`src/rtl/cgll_pkg.sv`:
```
package cgll_pkg;

	localparam int TAG_FIELD_W   = 48;
	localparam int PCNT_W        = 3;
	localparam int LANE_OUT_W    = 5;
	localparam int PARENT_FIELDS = 4;
	localparam int PAR_IDX_W     = 2;
	localparam int BR_SLOTS      = 3;
	localparam int BR_IDX_W      = 2;
	localparam int OUT_CAP       = 40;
	localparam int OUT_CNT_W     = 6;

	typedef enum logic [1:0] {
		EK_MERGE  = 2'd0,
		EK_BRANCH = 2'd1,
		EK_PASS   = 2'd2,
		EK_NONE   = 2'd3
	} edge_kind_t;

	typedef enum logic [3:0] {
		ST_IDLE,
		ST_SCAN_ROW,
		ST_PLACE,
		ST_SCAN_PAR,
		ST_TAKE_PAR,
		ST_EMIT_MRG,
		ST_EMIT_BR,
		ST_EMIT_PASS,
		ST_FLUSH,
		ST_OVF
	} state_t;

	typedef struct packed {
		logic [LANE_OUT_W-1:0] row_lane;
		logic [LANE_OUT_W-1:0] from_lane;
		logic [LANE_OUT_W-1:0] to_lane;
		edge_kind_t            edge_kind;
		logic                  last_of_row;
		logic                  lane_overflow;
	} res_t;

endpackage

```
`src/rtl/cgll_row_if.sv`:
```
interface cgll_row_if;
	import cgll_pkg::*;

	logic                   valid;
	logic                   ready;
	logic [TAG_FIELD_W-1:0] commit_tag;
	logic [PCNT_W-1:0]      parent_count;
	logic [TAG_FIELD_W-1:0] parent_a;
	logic [TAG_FIELD_W-1:0] parent_b;
	logic [TAG_FIELD_W-1:0] parent_c;
	logic [TAG_FIELD_W-1:0] parent_d;

	modport source (
		output valid, commit_tag, parent_count, parent_a, parent_b, parent_c, parent_d,
		input  ready
	);

	modport sink (
		input  valid, commit_tag, parent_count, parent_a, parent_b, parent_c, parent_d,
		output ready
	);

endinterface

```
`src/rtl/cgll_edge_if.sv`:
```
interface cgll_edge_if;
	import cgll_pkg::*;

	logic                  valid;
	logic                  ready;
	logic [LANE_OUT_W-1:0] row_lane;
	logic [LANE_OUT_W-1:0] from_lane;
	logic [LANE_OUT_W-1:0] to_lane;
	edge_kind_t            edge_kind;
	logic                  last_of_row;
	logic                  lane_overflow;

	modport source (
		output valid, row_lane, from_lane, to_lane, edge_kind, last_of_row, lane_overflow,
		input  ready
	);

	modport sink (
		input  valid, row_lane, from_lane, to_lane, edge_kind, last_of_row, lane_overflow,
		output ready
	);

endinterface

```
`src/rtl/commit_graph_lane_layout_top.sv`:
```
// Commit graph lane layout.
// Channel row (sink): one beat per commit row, its tag, parent count and up to
// four parent tags. Channel edges (source): the edge beats of that row, merges
// in ascending lane order, then branches in parent order, then pass-through
// lines in ascending lane order; last_of_row marks the final beat of a row.
// A row with no edges gives one beat of kind "no edge". A row that needs a lane
// when none is free gives one overflow beat and leaves the lane table as it was.
// Rows are handled one at a time: row.ready is high only while the block idles.
// The wait tags live in a table with one read and one write port that is
// scanned one lane per cycle through one tag comparator, once for the row tag
// and once for each parent after the first, and the edge beats are then walked
// out one lane or branch slot per cycle. The result register holds a finished
// beat while edges.ready is low; the walk halts until the beat is taken,
// nothing is dropped. Reset frees every lane; the tag table needs no clearing.
module commit_graph_lane_layout_top #(
	parameter int MAX_LANES   = 32,
	parameter int MAX_PARENTS = 4,
	parameter int TAG_BITS    = 48
) (
	input  logic         clk,
	input  logic         arst_n,
	cgll_row_if.sink     row,
	cgll_edge_if.source  edges
);
	import cgll_pkg::*;

	localparam int LANE_W = $clog2(MAX_LANES);
	localparam int CNT_W  = $clog2(MAX_LANES + 1);
	localparam int PLIM   = (MAX_PARENTS < PARENT_FIELDS) ? MAX_PARENTS : PARENT_FIELDS;
	localparam int TAG_W  = (TAG_BITS < TAG_FIELD_W) ? TAG_BITS : TAG_FIELD_W;

	function automatic logic [LANE_OUT_W-1:0] lane_out(input logic [LANE_W-1:0] l);
		logic [LANE_W+LANE_OUT_W-1:0] x;
		x = {{LANE_OUT_W{1'b0}}, l};
		return x[LANE_OUT_W-1:0];
	endfunction

	state_t                 state_q, state_d;
	logic [MAX_LANES-1:0]   busy_q, save_q, merged_q, involved_q;
	logic [TAG_W-1:0]       tag_mem [MAX_LANES];
	logic [TAG_W-1:0]       sha_q;
	logic [TAG_W-1:0]       par_q [PARENT_FIELDS];
	logic [PCNT_W-1:0]      np_q, p_q, nbr;
	logic [LANE_W-1:0]      lane_q, free_q, hit_q;
	logic                   found_q, free_v_q, hit_v_q;
	logic [CNT_W-1:0]       cnt_q;
	logic                   vld_s1;
	logic [LANE_W-1:0]      idx_s1;
	logic [TAG_W-1:0]       rd_s1;
	logic [LANE_W-1:0]      br_q [BR_SLOTS];
	logic                   pend_v_q;
	logic [LANE_W-1:0]      pend_from_q, pend_to_q;
	edge_kind_t             pend_kind_q;
	logic [OUT_CNT_W-1:0]   out_cnt_q;
	logic                   o_vld_q;
	res_t                   o_q;

	logic                   scanning, scan_start, issue, scan_done;
	logic [TAG_W-1:0]       key;
	logic                   eq, row_match, free_seen, par_hit;
	logic                   place_ok, take_ok;
	logic [LANE_W-1:0]      place_lane, tgt, em_idx;
	logic [BR_IDX_W-1:0]    br_wi;
	logic                   can_push;
	logic                   cand, at_end, em_step, push;
	logic [LANE_W-1:0]      cand_from, cand_to;
	edge_kind_t             cand_kind;
	res_t                   push_res;
	logic                   mem_we;
	logic [LANE_W-1:0]      mem_waddr;
	logic [TAG_W-1:0]       mem_wdata;

	assign scanning   = (state_q == ST_SCAN_ROW) || (state_q == ST_SCAN_PAR);
	assign scan_start = ((state_d == ST_SCAN_ROW) || (state_d == ST_SCAN_PAR)) &&
	                    (state_d != state_q);
	assign issue      = scanning && (cnt_q != CNT_W'(MAX_LANES));
	assign scan_done  = scanning && (cnt_q == CNT_W'(MAX_LANES)) && !vld_s1;
	assign key        = (state_q == ST_SCAN_ROW) ? sha_q : par_q[p_q[PAR_IDX_W-1:0]];
	assign eq         = (rd_s1 == key);
	assign row_match  = vld_s1 && busy_q[idx_s1] && eq;
	assign free_seen  = vld_s1 && !busy_q[idx_s1];
	assign par_hit    = row_match && (idx_s1 != lane_q);
	assign place_ok   = found_q || free_v_q;
	assign place_lane = found_q ? lane_q : free_q;
	assign take_ok    = hit_v_q || free_v_q;
	assign tgt        = hit_v_q ? hit_q : free_q;
	assign br_wi      = BR_IDX_W'(p_q - PCNT_W'(1));
	assign nbr        = (np_q == '0) ? '0 : np_q - PCNT_W'(1);
	assign em_idx     = cnt_q[LANE_W-1:0];
	assign can_push   = !o_vld_q || edges.ready;

	always_comb begin : next_state
		state_d = state_q;
		case (state_q)
		ST_IDLE: begin
			if (row.valid)
				state_d = ST_SCAN_ROW;
		end
		ST_SCAN_ROW: begin
			if (scan_done)
				state_d = ST_PLACE;
		end
		ST_PLACE: begin
			if (!place_ok)
				state_d = ST_OVF;
			else if (np_q > PCNT_W'(1))
				state_d = ST_SCAN_PAR;
			else
				state_d = ST_EMIT_MRG;
		end
		ST_SCAN_PAR: begin
			if (scan_done)
				state_d = ST_TAKE_PAR;
		end
		ST_TAKE_PAR: begin
			if (!take_ok)
				state_d = ST_OVF;
			else if ((p_q + PCNT_W'(1)) == np_q)
				state_d = ST_EMIT_MRG;
			else
				state_d = ST_SCAN_PAR;
		end
		ST_EMIT_MRG: begin
			if (at_end)
				state_d = ST_EMIT_BR;
			else if (push && push_res.last_of_row)
				state_d = ST_IDLE;
		end
		ST_EMIT_BR: begin
			if (at_end)
				state_d = ST_EMIT_PASS;
			else if (push && push_res.last_of_row)
				state_d = ST_IDLE;
		end
		ST_EMIT_PASS: begin
			if (at_end)
				state_d = ST_FLUSH;
			else if (push && push_res.last_of_row)
				state_d = ST_IDLE;
		end
		ST_FLUSH, ST_OVF: begin
			if (can_push)
				state_d = ST_IDLE;
		end
		default: state_d = ST_IDLE;
		endcase
	end

	always_comb begin : outputs
		row.ready = (state_q == ST_IDLE);
		cand      = 1'b0;
		cand_from = em_idx;
		cand_to   = lane_q;
		cand_kind = EK_MERGE;
		at_end    = 1'b0;
		em_step   = 1'b0;
		push      = 1'b0;
		push_res  = '{row_lane: lane_out(lane_q), from_lane: lane_out(pend_from_q),
		              to_lane: lane_out(pend_to_q), edge_kind: pend_kind_q,
		              last_of_row: 1'b0, lane_overflow: 1'b0};
		mem_we    = 1'b0;
		mem_waddr = place_lane;
		mem_wdata = par_q[0];
		case (state_q)
		ST_PLACE: begin
			mem_we = place_ok && (np_q != '0);
		end
		ST_TAKE_PAR: begin
			mem_we    = !hit_v_q && free_v_q;
			mem_waddr = free_q;
			mem_wdata = par_q[p_q[PAR_IDX_W-1:0]];
		end
		ST_EMIT_MRG, ST_EMIT_BR, ST_EMIT_PASS: begin
			if (state_q == ST_EMIT_MRG) begin
				at_end = (cnt_q == CNT_W'(MAX_LANES));
				cand   = !at_end && merged_q[em_idx];
			end else if (state_q == ST_EMIT_BR) begin
				at_end    = (int'(cnt_q) == int'(nbr));
				cand      = !at_end;
				cand_from = lane_q;
				cand_to   = br_q[cnt_q[BR_IDX_W-1:0]];
				cand_kind = EK_BRANCH;
			end else begin
				at_end    = (cnt_q == CNT_W'(MAX_LANES));
				cand      = !at_end && busy_q[em_idx] && !involved_q[em_idx];
				cand_to   = em_idx;
				cand_kind = EK_PASS;
			end
			if (!at_end && !(cand && pend_v_q && !can_push)) begin
				em_step = 1'b1;
				if (cand && pend_v_q) begin
					push                 = 1'b1;
					push_res.last_of_row = (out_cnt_q == OUT_CNT_W'(OUT_CAP - 1));
				end
			end
		end
		ST_FLUSH: begin
			push                 = can_push;
			push_res.last_of_row = 1'b1;
			if (!pend_v_q) begin
				push_res.from_lane = '0;
				push_res.to_lane   = '0;
				push_res.edge_kind = EK_NONE;
			end
		end
		ST_OVF: begin
			push      = can_push;
			push_res  = '{row_lane: '0, from_lane: '0, to_lane: '0, edge_kind: EK_NONE,
			              last_of_row: 1'b1, lane_overflow: 1'b1};
			mem_we    = can_push && found_q && (np_q != '0);
			mem_waddr = lane_q;
			mem_wdata = sha_q;
		end
		default: ;
		endcase
	end

	always_ff @(posedge clk) begin
		if (mem_we)
			tag_mem[mem_waddr] <= mem_wdata;
		rd_s1 <= tag_mem[cnt_q[LANE_W-1:0]];
	end

	always_ff @(posedge clk or negedge arst_n) begin
		if (!arst_n) begin
			state_q    <= ST_IDLE;
			busy_q     <= '0;
			save_q     <= '0;
			merged_q   <= '0;
			involved_q <= '0;
			np_q       <= '0;
			p_q        <= '0;
			lane_q     <= '0;
			free_q     <= '0;
			hit_q      <= '0;
			found_q    <= 1'b0;
			free_v_q   <= 1'b0;
			hit_v_q    <= 1'b0;
			cnt_q      <= '0;
			vld_s1     <= 1'b0;
			pend_v_q   <= 1'b0;
			out_cnt_q  <= '0;
			o_vld_q    <= 1'b0;
		end else begin
			state_q <= state_d;
			vld_s1  <= issue;
			if (state_d != state_q)
				cnt_q <= '0;
			else if (issue || em_step)
				cnt_q <= cnt_q + CNT_W'(1);

			if (scan_start) begin
				free_v_q <= 1'b0;
				hit_v_q  <= 1'b0;
			end else if (scanning) begin
				if (free_seen && !free_v_q) begin
					free_v_q <= 1'b1;
					free_q   <= idx_s1;
				end
				if ((state_q == ST_SCAN_PAR) && par_hit && !hit_v_q) begin
					hit_v_q <= 1'b1;
					hit_q   <= idx_s1;
				end
			end

			case (state_q)
			ST_IDLE: begin
				if (row.valid) begin
					found_q    <= 1'b0;
					merged_q   <= '0;
					involved_q <= '0;
					save_q     <= busy_q;
					pend_v_q   <= 1'b0;
					out_cnt_q  <= '0;
					if (row.parent_count > PCNT_W'(PLIM))
						np_q <= PCNT_W'(PLIM);
					else
						np_q <= row.parent_count;
				end
			end
			ST_SCAN_ROW: begin
				if (row_match) begin
					if (!found_q) begin
						found_q <= 1'b1;
						lane_q  <= idx_s1;
					end else begin
						merged_q[idx_s1]   <= 1'b1;
						involved_q[idx_s1] <= 1'b1;
						busy_q[idx_s1]     <= 1'b0;
					end
				end
			end
			ST_PLACE: begin
				if (place_ok) begin
					lane_q                 <= place_lane;
					busy_q[place_lane]     <= (np_q != '0);
					involved_q[place_lane] <= 1'b1;
					p_q                    <= PCNT_W'(1);
				end
			end
			ST_TAKE_PAR: begin
				if (take_ok) begin
					busy_q[tgt]     <= 1'b1;
					involved_q[tgt] <= 1'b1;
					p_q             <= p_q + PCNT_W'(1);
				end
			end
			ST_OVF: begin
				if (can_push)
					busy_q <= save_q;
			end
			default: ;
			endcase

			if (em_step && cand)
				pend_v_q <= 1'b1;
			if (push)
				out_cnt_q <= out_cnt_q + OUT_CNT_W'(1);
			if (push)
				o_vld_q <= 1'b1;
			else if (edges.ready)
				o_vld_q <= 1'b0;
		end
	end

	always_ff @(posedge clk) begin
		idx_s1 <= cnt_q[LANE_W-1:0];
		if (row.valid && row.ready) begin
			sha_q    <= row.commit_tag[TAG_W-1:0];
			par_q[0] <= row.parent_a[TAG_W-1:0];
			par_q[1] <= row.parent_b[TAG_W-1:0];
			par_q[2] <= row.parent_c[TAG_W-1:0];
			par_q[3] <= row.parent_d[TAG_W-1:0];
		end
		if ((state_q == ST_TAKE_PAR) && take_ok)
			br_q[br_wi] <= tgt;
		if (em_step && cand) begin
			pend_from_q <= cand_from;
			pend_to_q   <= cand_to;
			pend_kind_q <= cand_kind;
		end
		if (push)
			o_q <= push_res;
	end

	assign edges.valid         = o_vld_q;
	assign edges.row_lane      = o_q.row_lane;
	assign edges.from_lane     = o_q.from_lane;
	assign edges.to_lane       = o_q.to_lane;
	assign edges.edge_kind     = o_q.edge_kind;
	assign edges.last_of_row   = o_q.last_of_row;
	assign edges.lane_overflow = o_q.lane_overflow;

	a_idle_table_stable: assert property (@(posedge clk) disable iff (!arst_n)
		(state_q == ST_IDLE) |=> $stable(busy_q))
		else $error("lane table changed while idle");

	a_ovf_restores_table: assert property (@(posedge clk) disable iff (!arst_n)
		((state_q == ST_OVF) && can_push) |=> (busy_q == $past(save_q)))
		else $error("overflow row did not restore the lane table");

	a_cap_marks_last: assert property (@(posedge clk) disable iff (!arst_n)
		(push && (out_cnt_q == OUT_CNT_W'(OUT_CAP - 1))) |-> push_res.last_of_row)
		else $error("beat at the row cap not marked last");

	a_row_lane_involved: assert property (@(posedge clk) disable iff (!arst_n)
		(state_q == ST_EMIT_PASS) |-> involved_q[lane_q])
		else $error("row lane not excluded from pass-through lines");

	a_no_write_in_scan: assert property (@(posedge clk) disable iff (!arst_n)
		scanning |-> !mem_we)
		else $error("tag table written during a scan");

endmodule
```
`src/flat_wrapper.sv`:
```
// flat-port wrapper written by rule: the top's interface ports become plain ports
module commit_graph_lane_layout_top_flat import cgll_pkg::*;
#(
	parameter int MAX_LANES   = 32,
	parameter int MAX_PARENTS = 4,
	parameter int TAG_BITS    = 48
)
  (clk, arst_n, row_valid, row_commit_tag, row_parent_count, row_parent_a, row_parent_b, row_parent_c, row_parent_d, row_ready, edges_valid, edges_row_lane, edges_from_lane, edges_to_lane, edges_edge_kind, edges_last_of_row, edges_lane_overflow, edges_ready);
  cgll_row_if row_i ();
  cgll_edge_if edges_i ();
  input  logic clk;
  input  logic arst_n;
  input wire logic [$bits(row_i.valid)-1:0] row_valid;
  input wire logic [$bits(row_i.commit_tag)-1:0] row_commit_tag;
  input wire logic [$bits(row_i.parent_count)-1:0] row_parent_count;
  input wire logic [$bits(row_i.parent_a)-1:0] row_parent_a;
  input wire logic [$bits(row_i.parent_b)-1:0] row_parent_b;
  input wire logic [$bits(row_i.parent_c)-1:0] row_parent_c;
  input wire logic [$bits(row_i.parent_d)-1:0] row_parent_d;
  output wire logic [$bits(row_i.ready)-1:0] row_ready;
  output wire logic [$bits(edges_i.valid)-1:0] edges_valid;
  output wire logic [$bits(edges_i.row_lane)-1:0] edges_row_lane;
  output wire logic [$bits(edges_i.from_lane)-1:0] edges_from_lane;
  output wire logic [$bits(edges_i.to_lane)-1:0] edges_to_lane;
  output wire logic [$bits(edges_i.edge_kind)-1:0] edges_edge_kind;
  output wire logic [$bits(edges_i.last_of_row)-1:0] edges_last_of_row;
  output wire logic [$bits(edges_i.lane_overflow)-1:0] edges_lane_overflow;
  input wire logic [$bits(edges_i.ready)-1:0] edges_ready;
  assign row_i.valid = row_valid;
  assign row_i.commit_tag = row_commit_tag;
  assign row_i.parent_count = row_parent_count;
  assign row_i.parent_a = row_parent_a;
  assign row_i.parent_b = row_parent_b;
  assign row_i.parent_c = row_parent_c;
  assign row_i.parent_d = row_parent_d;
  assign row_ready = row_i.ready;
  assign edges_valid = edges_i.valid;
  assign edges_row_lane = edges_i.row_lane;
  assign edges_from_lane = edges_i.from_lane;
  assign edges_to_lane = edges_i.to_lane;
  assign edges_edge_kind = edges_i.edge_kind;
  assign edges_last_of_row = edges_i.last_of_row;
  assign edges_lane_overflow = edges_i.lane_overflow;
  assign edges_i.ready = edges_ready;
  commit_graph_lane_layout_top #(.MAX_LANES(MAX_LANES), .MAX_PARENTS(MAX_PARENTS), .TAG_BITS(TAG_BITS)) u_core (.clk(clk), .arst_n(arst_n), .row(row_i), .edges(edges_i));
endmodule
```
`config.mk`:
```
export PLATFORM = sky130hd
export DESIGN_NAME = commit_graph_lane_layout_top_flat
export DESIGN_NICKNAME = d
export VERILOG_FILES = /design/src/rtl/cgll_pkg.sv /design/src/rtl/cgll_row_if.sv /design/src/rtl/cgll_edge_if.sv /design/src/rtl/commit_graph_lane_layout_top.sv /design/src/flat_wrapper.sv
export SDC_FILE = /design/constraint.sdc
export NUM_CORES = 2
export LEC_CHECK = 0
export ABC_AREA = 1
export ABC_CLOCK_PERIOD_IN_PS = 10400
export BUFFER_PORTS_ARGS = -buffer_cell sky130_fd_sc_hd__buf_2
export CELL_PAD_IN_SITES_DETAIL_PLACEMENT = 1
export CELL_PAD_IN_SITES_GLOBAL_PLACEMENT = 1
export CORE_MARGIN = 2
export CORE_UTILIZATION = 51
export CTS_CLUSTER_SIZE = 14
export DETAILED_ROUTE_END_ITERATION = 8
export GPL_ROUTABILITY_DRIVEN = 0
export PLACE_DENSITY_LB_ADDON = 0.1
export SYNTH_ARGS = -nofsm -noshare
export SYNTH_HDL_FRONTEND = slang
export SYNTH_SLANG_ARGS = --single-unit
```
`constraint.sdc`:
```
create_clock -name clk -period 10.4 [get_ports clk]
set_input_delay 1.04 -clock clk [delete_from_list [all_inputs] [get_ports clk]]
set_output_delay 1.04 -clock clk [all_outputs]
set_load 0.02 [all_outputs]
```
**Word-level counts from Yosys, hierarchy flattened**

Memory sizes are Yosys's and may differ from the RTL's. A register that Yosys moved wholly into a read port is not among the register bits.
Index checks and enable logic that the tools add are counted.

- Flip-flop bits (word level): 255
- RAM bits: 1743
- Logic and storage cells: 267
- Memories: 3

Memories:

| memory | words | bits a word | read ports | clocked after memory_dff | write ports | line | source |
|---|---|---|---|---|---|---|---|
| u_core.tag_mem | 32 | 48 | 1 | 1 | 1 | commit_graph_lane_layout_top.sv:40 | `logic [TAG_W-1:0] tag_mem [MAX_LANES];` |
| u_core.par_q | 4 | 48 | 2 | 0 | 4 | commit_graph_lane_layout_top.sv:42 | `logic [TAG_W-1:0] par_q [PARENT_FIELDS];` |
| u_core.br_q | 3 | 5 | 1 | 0 | 1 | commit_graph_lane_layout_top.sv:50 | `logic [LANE_W-1:0] br_q [BR_SLOTS];` |

- Add/subtract/negate cells: 5
- Order comparisons: 9
- Equality and inequality tests: 26
- Multiplexer cells: 108
- Bitwise gates (word level): 9
- Reduce and logical (&&, ||, !) cells: 78

Operators with widths:

| operator | count |
|---|---|
| $mux 32 | 12 |
| $pmux 32 s4 | 2 |
| $or 32x32->32 | 5 |
| $pmux 48 s2 | 1 |
| $pmux 32 s2 | 1 |
| $mux 5 | 11 |
| $eq 48x48->1 | 1 |
| $mux 48 | 1 |
| $mux 1 | 40 |
| $mux 4 | 10 |
| $pmux 4 s9 | 1 |
| $and 32x32->32 | 1 |
| $bwmux 32 | 1 |
| $not 32->32 | 1 |
| $mux 6 | 5 |
| $logic_and 1x1->1 | 28 |
| $lt 5x6->1 const B | 4 |
| $pmux 12 s2 | 1 |
| $reduce_bool 2->1 | 12 |
| $bmux 1 s5 | 4 |
| $pmux 5 s2 | 2 |
| $mux 3 | 6 |
| $eq 4x3->1 const B | 4 |
| $demux 1 s5 | 3 |
| other kinds (36) | 78 |

**Depth between registers and ports, before layout**

- Depth in word-level cells: 22
- Mapped depth: 25
- Depth with buffers taken out: 23

**Worst setup path after synthesis**

Ideal clock, no wire load.

- Path kind: flip-flop to flip-flop
- From: reg u_core.state_q[0]
- To: reg u_core.save_q[22]
- Library setup time: 458 ps
- Data arrival time: 8597 ps
- Required time: 9942 ps
- Setup slack: 1345 ps
- Cell stages (with the launch flop): 10
- Path buffers: 3
- Clock period less this slack: 9055 ps
- Path through: dfrtp_1 buf_4 nor2_1 inv_1 nor2_1 inv_1 nor2_1 clkbuf_1 clkbuf_1 o21ai_0

- Cells in the longest elaborated chain, start to end: 2

RTL lines:

| element | line | source |
|---|---|---|
| start, declared | commit_graph_lane_layout_top.sv:38 | `state_t state_q, state_d;` |
| start signal, assigned | commit_graph_lane_layout_top.sv:245 | `state_q <= state_d;` |
| $logic_not 4->1 | - |  |
| named net row_ready | flat_wrapper.sv:20 | `output wire logic [$bits(row_i.ready)-1:0] row_ready;` |
| $reduce_and 2->1 (no source line) | - |  |
| end signal, assigned | commit_graph_lane_layout_top.sv:272 | `save_q <= busy_q;` |
| end, declared | commit_graph_lane_layout_top.sv:39 | `logic [MAX_LANES-1:0] busy_q, save_q, merged_q, involved_q;` |

The timed path passes the listed nets, and every way through them passes these cells.
A chain may end at the register's enable or synchronous reset.

**Final worst setup path**

- From: reg u_core.state_q[0]
- To: mem u_core.tag_mem[22][24] in the netlist's numbering, enable pin

- Cells in the longest elaborated chain, start to end: 4
- Elaborated cells on any way between the ends: 7
- Classes of those cells: eq/ne: 3; mux: 4

RTL lines:

| element | line | source |
|---|---|---|
| $eq 4x4->1, or another cell as far along | commit_graph_lane_layout_top.sv:164 | `case (state_q)` |
| $pmux 1 s3 | commit_graph_lane_layout_top.sv:164 |  |
| $mux 1 | commit_graph_lane_layout_top.sv:219 | `if (mem_we)` |
| $mux 1 (not written as such) | commit_graph_lane_layout_top.sv:220 | `tag_mem[mem_waddr] <= mem_wdata;` |
| end, declared | commit_graph_lane_layout_top.sv:40 |  |

Parallel ways exist; a longest one is shown, timed or not.

==> impl_metrics.xml <==
<?xml version="1.0" encoding="UTF-8"?>
<metrics>
  <group name="pwr">
    <metric name="pwr-share-comb" unit="">0.278</metric>
    <metric name="power.internal" unit="mW">15.0</metric>
    <metric name="sw_frac_of_total" unit="">0.363</metric>
    <metric name="share_seq_of_total_power" unit="">0.400</metric>
    <metric name="power_per_cell_area" unit="nW/um^2">247</metric>
    <metric name="power_frac_clock" unit="">0.322</metric>
    <metric name="vdd_ir_drop_max" unit="mV">0.246</metric>
    <metric name="p_switching" unit="mW">8.51</metric>
    <metric name="power_leakage" unit="nW">32.1</metric>
  </group>
  <group name="detailed_routing">
    <metric name="drt_iter0_drc" unit="">7736</metric>
    <metric name="via_count" unit="">61200</metric>
    <metric name="drt-wirelength-per-cell" unit="um">30.7</metric>
    <metric name="detail_route.drc_violations" unit="">0</metric>
    <metric name="route.final.wire_length" unit="mm">293</metric>
    <metric name="post_route_ant_nets" unit="">0</metric>
    <metric name="detail_route.vias_per_cell" unit="">6.41</metric>
    <metric name="drt_pre_antenna_iters" unit="">6</metric>
  </group>
  <group name="grt">
    <metric name="grt_start_max_net_pins" unit="">209</metric>
    <metric name="first_global_vias" unit="">61100</metric>
    <metric name="global_route_usage_sum" unit="">0.341</metric>
    <metric name="globalRoute.totalOverflow" unit="">0</metric>
    <metric name="grt_first_pass_wirelength" unit="mm">421</metric>
    <metric name="antenna_found_initial" unit="">22</metric>
  </group>
  <group name="synth">
    <metric name="ys_seq_elements" unit="">2046</metric>
    <metric name="simple_gate_share_of_the_synthesized_area" unit="">0.106</metric>
    <metric name="synth_top_family_by_area" unit="">compound AO/OA/AOI/OAI gates</metric>
    <metric name="yosysTopAreaCellShare" unit="">0.648</metric>
    <metric name="synth_adder_area_share" unit="">0.000890</metric>
    <metric name="synth_warnings" unit="">0</metric>
    <metric name="synthesis.nets" unit="">7252</metric>
    <metric name="synth_area_per_cell" unit="um^2">12.1</metric>
    <metric name="post_synth_main_area_contributors" unit="">edfxtp_1, o21ai_0, dfrtp_1, nor2_1, nand2_1</metric>
    <metric name="yosysTopAreaCell" unit="">edfxtp_1</metric>
    <metric name="synthXorXnorAreaFrac" unit="">0.00280</metric>
    <metric name="synth_enable_flop_cells" unit="">1822</metric>
    <metric name="synthFlopType" unit="">edfxtp_1</metric>
    <metric name="synth_compound_gate_area_share" unit="">0.142</metric>
    <metric name="ys_seq_area_frac" unit="">0.712</metric>
    <metric name="synthArstFlopShare" unit="">0.0836</metric>
    <metric name="post_synth_mux_area_share" unit="">0</metric>
    <metric name="ys_types" unit="">55</metric>
    <metric name="synth_area" unit="um^2">84400</metric>
    <metric name="syn-instance-count" unit="">6999</metric>
  </group>
  <group name="setup_path">
    <metric name="critical_path.startpoint" unit="">u_core.state_q[0]</metric>
    <metric name="worst-path-max-fanout" unit="">35</metric>
    <metric name="worstSetupPathType" unit="">reg2reg</metric>
    <metric name="worst_r2r_src" unit="">u_core.state_q[0]</metric>
    <metric name="worstSetupEndpointType" unit="">flop</metric>
    <metric name="critical_path_required" unit="ns">10.90</metric>
    <metric name="critPathLaunchType" unit="">flop</metric>
    <metric name="cp_data_arrival_time" unit="ns">5.91</metric>
  </group>
  <group name="sta">
    <metric name="rsz_0062_raised_after_global_routing" unit="">false</metric>
    <metric name="finalCriticalPeriod" unit="ns">5.41</metric>
    <metric name="finalHoldViolations" unit="">0</metric>
    <metric name="worst_slew_pin_slew" unit="ns">1.48</metric>
    <metric name="clock-skew-final" unit="ns">0.0445</metric>
    <metric name="worst_slew_margin_rel" unit="">0.000932</metric>
    <metric name="final_tns_setup" unit="ns">0</metric>
    <metric name="setup-violations-final" unit="">0</metric>
    <metric name="finalMaxSlewViolations" unit="">0</metric>
    <metric name="achievable_clock_frequency" unit="MHz">185</metric>
    <metric name="post-route-period-util" unit="">0.520</metric>
  </group>
  <group name="floorplanning">
    <metric name="num_rows" unit="">149</metric>
    <metric name="die-height" unit="um">411</metric>
    <metric name="floorplan.die_area" unit="um^2">169000</metric>
    <metric name="ioPinCount" unit="">268</metric>
    <metric name="effective_utilization_at_floorplan" unit="">0.513</metric>
    <metric name="core_region_area" unit="um^2">165000</metric>
    <metric name="die-width" unit="um">411</metric>
  </group>
  <group name="clock_tree">
    <metric name="worst_skew_pair.late_latency" unit="ns">0.88</metric>
    <metric name="cts_max_path_buffers" unit="">3</metric>
    <metric name="cts_sinks" unit="">2046</metric>
    <metric name="cts_made_buffers" unit="">209</metric>
    <metric name="cts.repair_timing.setup_buffer_count" unit="">0</metric>
    <metric name="clk_pin_slew" unit="ns">0.06</metric>
    <metric name="post_cts_resize_count" unit="">0</metric>
    <metric name="clock_tree_from_tritoncts" unit="">yes</metric>
    <metric name="cts-hold-fix-buffers" unit="">0</metric>
    <metric name="htreeDepth" unit="">4</metric>
    <metric name="cts_root_buf" unit="">clkbuf_16</metric>
  </group>
  <group name="status">
    <metric name="failed_checks" unit="">max-capacitance violations</metric>
    <metric name="result_of_the_run" unit="">finished, violations left</metric>
  </group>
  <group name="worst_hold_path">
    <metric name="timing.hold.worst.class" unit="">in2async</metric>
  </group>
  <group name="cells_and_area">
    <metric name="area.growth.synth_to_final" unit="%">12.6</metric>
    <metric name="nets" unit="">7418</metric>
    <metric name="final_layout_size_suffix_gt1_frac" unit="">0.135</metric>
    <metric name="final_cell_count_no_fill" unit="">9547</metric>
  </group>
  <group name="job">
    <metric name="max_capacitance_violation_total" unit="">1</metric>
  </group>
  <group name="placement">
    <metric name="placed_cells_incl_taps" unit="">9143</metric>
    <metric name="portBuffers" unit="">267</metric>
    <metric name="hpwlAfterDp" unit="mm">168</metric>
  </group>
</metrics>
==> sequential cells by signal (all words and copies together) (netlist names), 6 cells and up <==
name	count
u_core.busy_q	32
u_core.save_q	32
u_core.involved_q	32
u_core.merged_q	32
u_core.par_q	192
u_core.br_q	15
u_core.sha_q	48
u_core.cnt_q	6
u_core.rd_s1	48
u_core.tag_mem	1536
u_core.out_cnt_q	6
==> stage by stage <==
step                setup WS [ns]  power (mW)   util  area [um^2]  hold slack [ns]
CTS                          5.14        23.4  0.577        95000            0.146
global route                 4.83        24.3  0.577        95000            0.185
finish                       4.99        23.5  0.577        95000            0.186
global placement             5.27        15.7  0.535        88100            0.465
detailed placement           5.18        15.9  0.535        88100            0.468
floorplan                    1.35        13.3      -        84400            0.342
==> final cells by class <==
| cell class | instances | area, um^2 |
|---|---|---|
| tap | 2189 | 2740 |
| timing repair buffer | 411 | 2490 |
| multi-input combinational | 4207 | 21700 |
| antenna | 7 | 17.5 |
| inverter | 290 | 1130 |
| sequential | 2046 | 60100 |
| fill | 16500 | 69600 |
| clock inverter | 109 | 1120 |
| clock buffer | 288 | 5760 |
==> cell usage after synthesis (11+ instances only) <==
| cell type | instances |
|---|---|
| o21ai_0 | 1022 |
| nand2_1 | 783 |
| a21oi_1 | 90 |
| a22o_1 | 25 |
| o221ai_1 | 133 |
| o211ai_1 | 99 |
| nor2_1 | 1048 |
| o22ai_1 | 350 |
| o21ai_2 | 106 |
| nand3b_1 | 14 |
| edfxtp_1 | 1822 |
| o21ai_1 | 50 |
| xor2_1 | 11 |
| buf_2 | 31 |
| inv_1 | 276 |
| xnor2_1 | 16 |
| buf_1 | 34 |
| buf_4 | 11 |
| a221o_1 | 24 |
| dfxtp_1 | 53 |
| nor3_1 | 32 |
| o31a_1 | 24 |
| nand3_1 | 203 |
| buf_6 | 32 |
| clkbuf_1 | 348 |
| nand2_2 | 60 |
| dfrtp_1 | 171 |
| nand4_1 | 35 |
==> power by group through the flow <==
stage | Clock [mW] | Sequential (mW) | Combinational, mW
floorplan | 0 | 9.25 | 4.04
CTS | 7.60 | 9.36 | 6.43
global placement | 0 | 9.53 | 6.15
detailed placement | 0 | 9.54 | 6.36
global route | 7.89 | 9.38 | 7.01
finish | 7.55 | 9.38 | 6.53
==> layout by cell type (no fill, tap or decap), types with 32 or more instances in the layout <==
cell type  netlist  routed
nor2_4           1      36
o22ai_1        350     350
dfrtp_1        171     165
buf_2           31     266
clkinv_2         0      48
nor3_1          32      32
nand2_2         60      60
nand2_1        783     783
edfxtp_1      1822    1822
o21ai_0       1022    1022
clkbuf_16        0     210
nand3_1        203     203
a21oi_1         90      90
buf_4           11     139
o221ai_1       133     103
clkbuf_1       348      57
dfxtp_1         53      53
inv_1          276     271
nor2_1        1048    1011
o21ai_2        106     106
nand4_1         35      35
o21ai_1         50      50
o211ai_1        99      99
==> cells by family after synthesis <==
kind of cell	Yosys count
compound gates	1977
xor+xnor	27
fa+ha+maj	6
buf+inv	746
flops	2046
simple gates	2197
==> worst max-delay path: stages (launching register included) <==
cell and delay (ns):
dfrtp_1 0.48, nor2_1 0.22, inv_1 0.10, nor2_1 0.17
buf_4 0.24, inv_4 0.19, o31ai_1 0.83, nand3_1 0.88
nor2_4 1.16, buf_4 0.73
==> worst paths after layout <==
check | to | slack, ns | cells after the start
max | u_core.tag_mem[22][24] | 4.99 | 9
max in group asynchronous | u_core.cnt_q[0] | 8.64 | 2
min in group clk | u_core.sha_q[41] | 0.36 | 1
min reg2reg | u_core.hit_q[0] | 0.48 | 2
max reg2reg | u_core.tag_mem[22][24] | 4.99 | 9
min | u_core.busy_q[9] | 0.19 | 1
==> metal layers <==
layer / global-route usage / vias up / part of all wire
li1: - / 25900 / -
met1: 0.478 / 31300 / 0.40
met2: 0.542 / 3265 / 0.47
met3: 0.0521 / 617 / 0.091
met4: 0.129 / 18 / 0.039
met5: 0 / - / 0.00032
(Power assumes the default switching activity.)
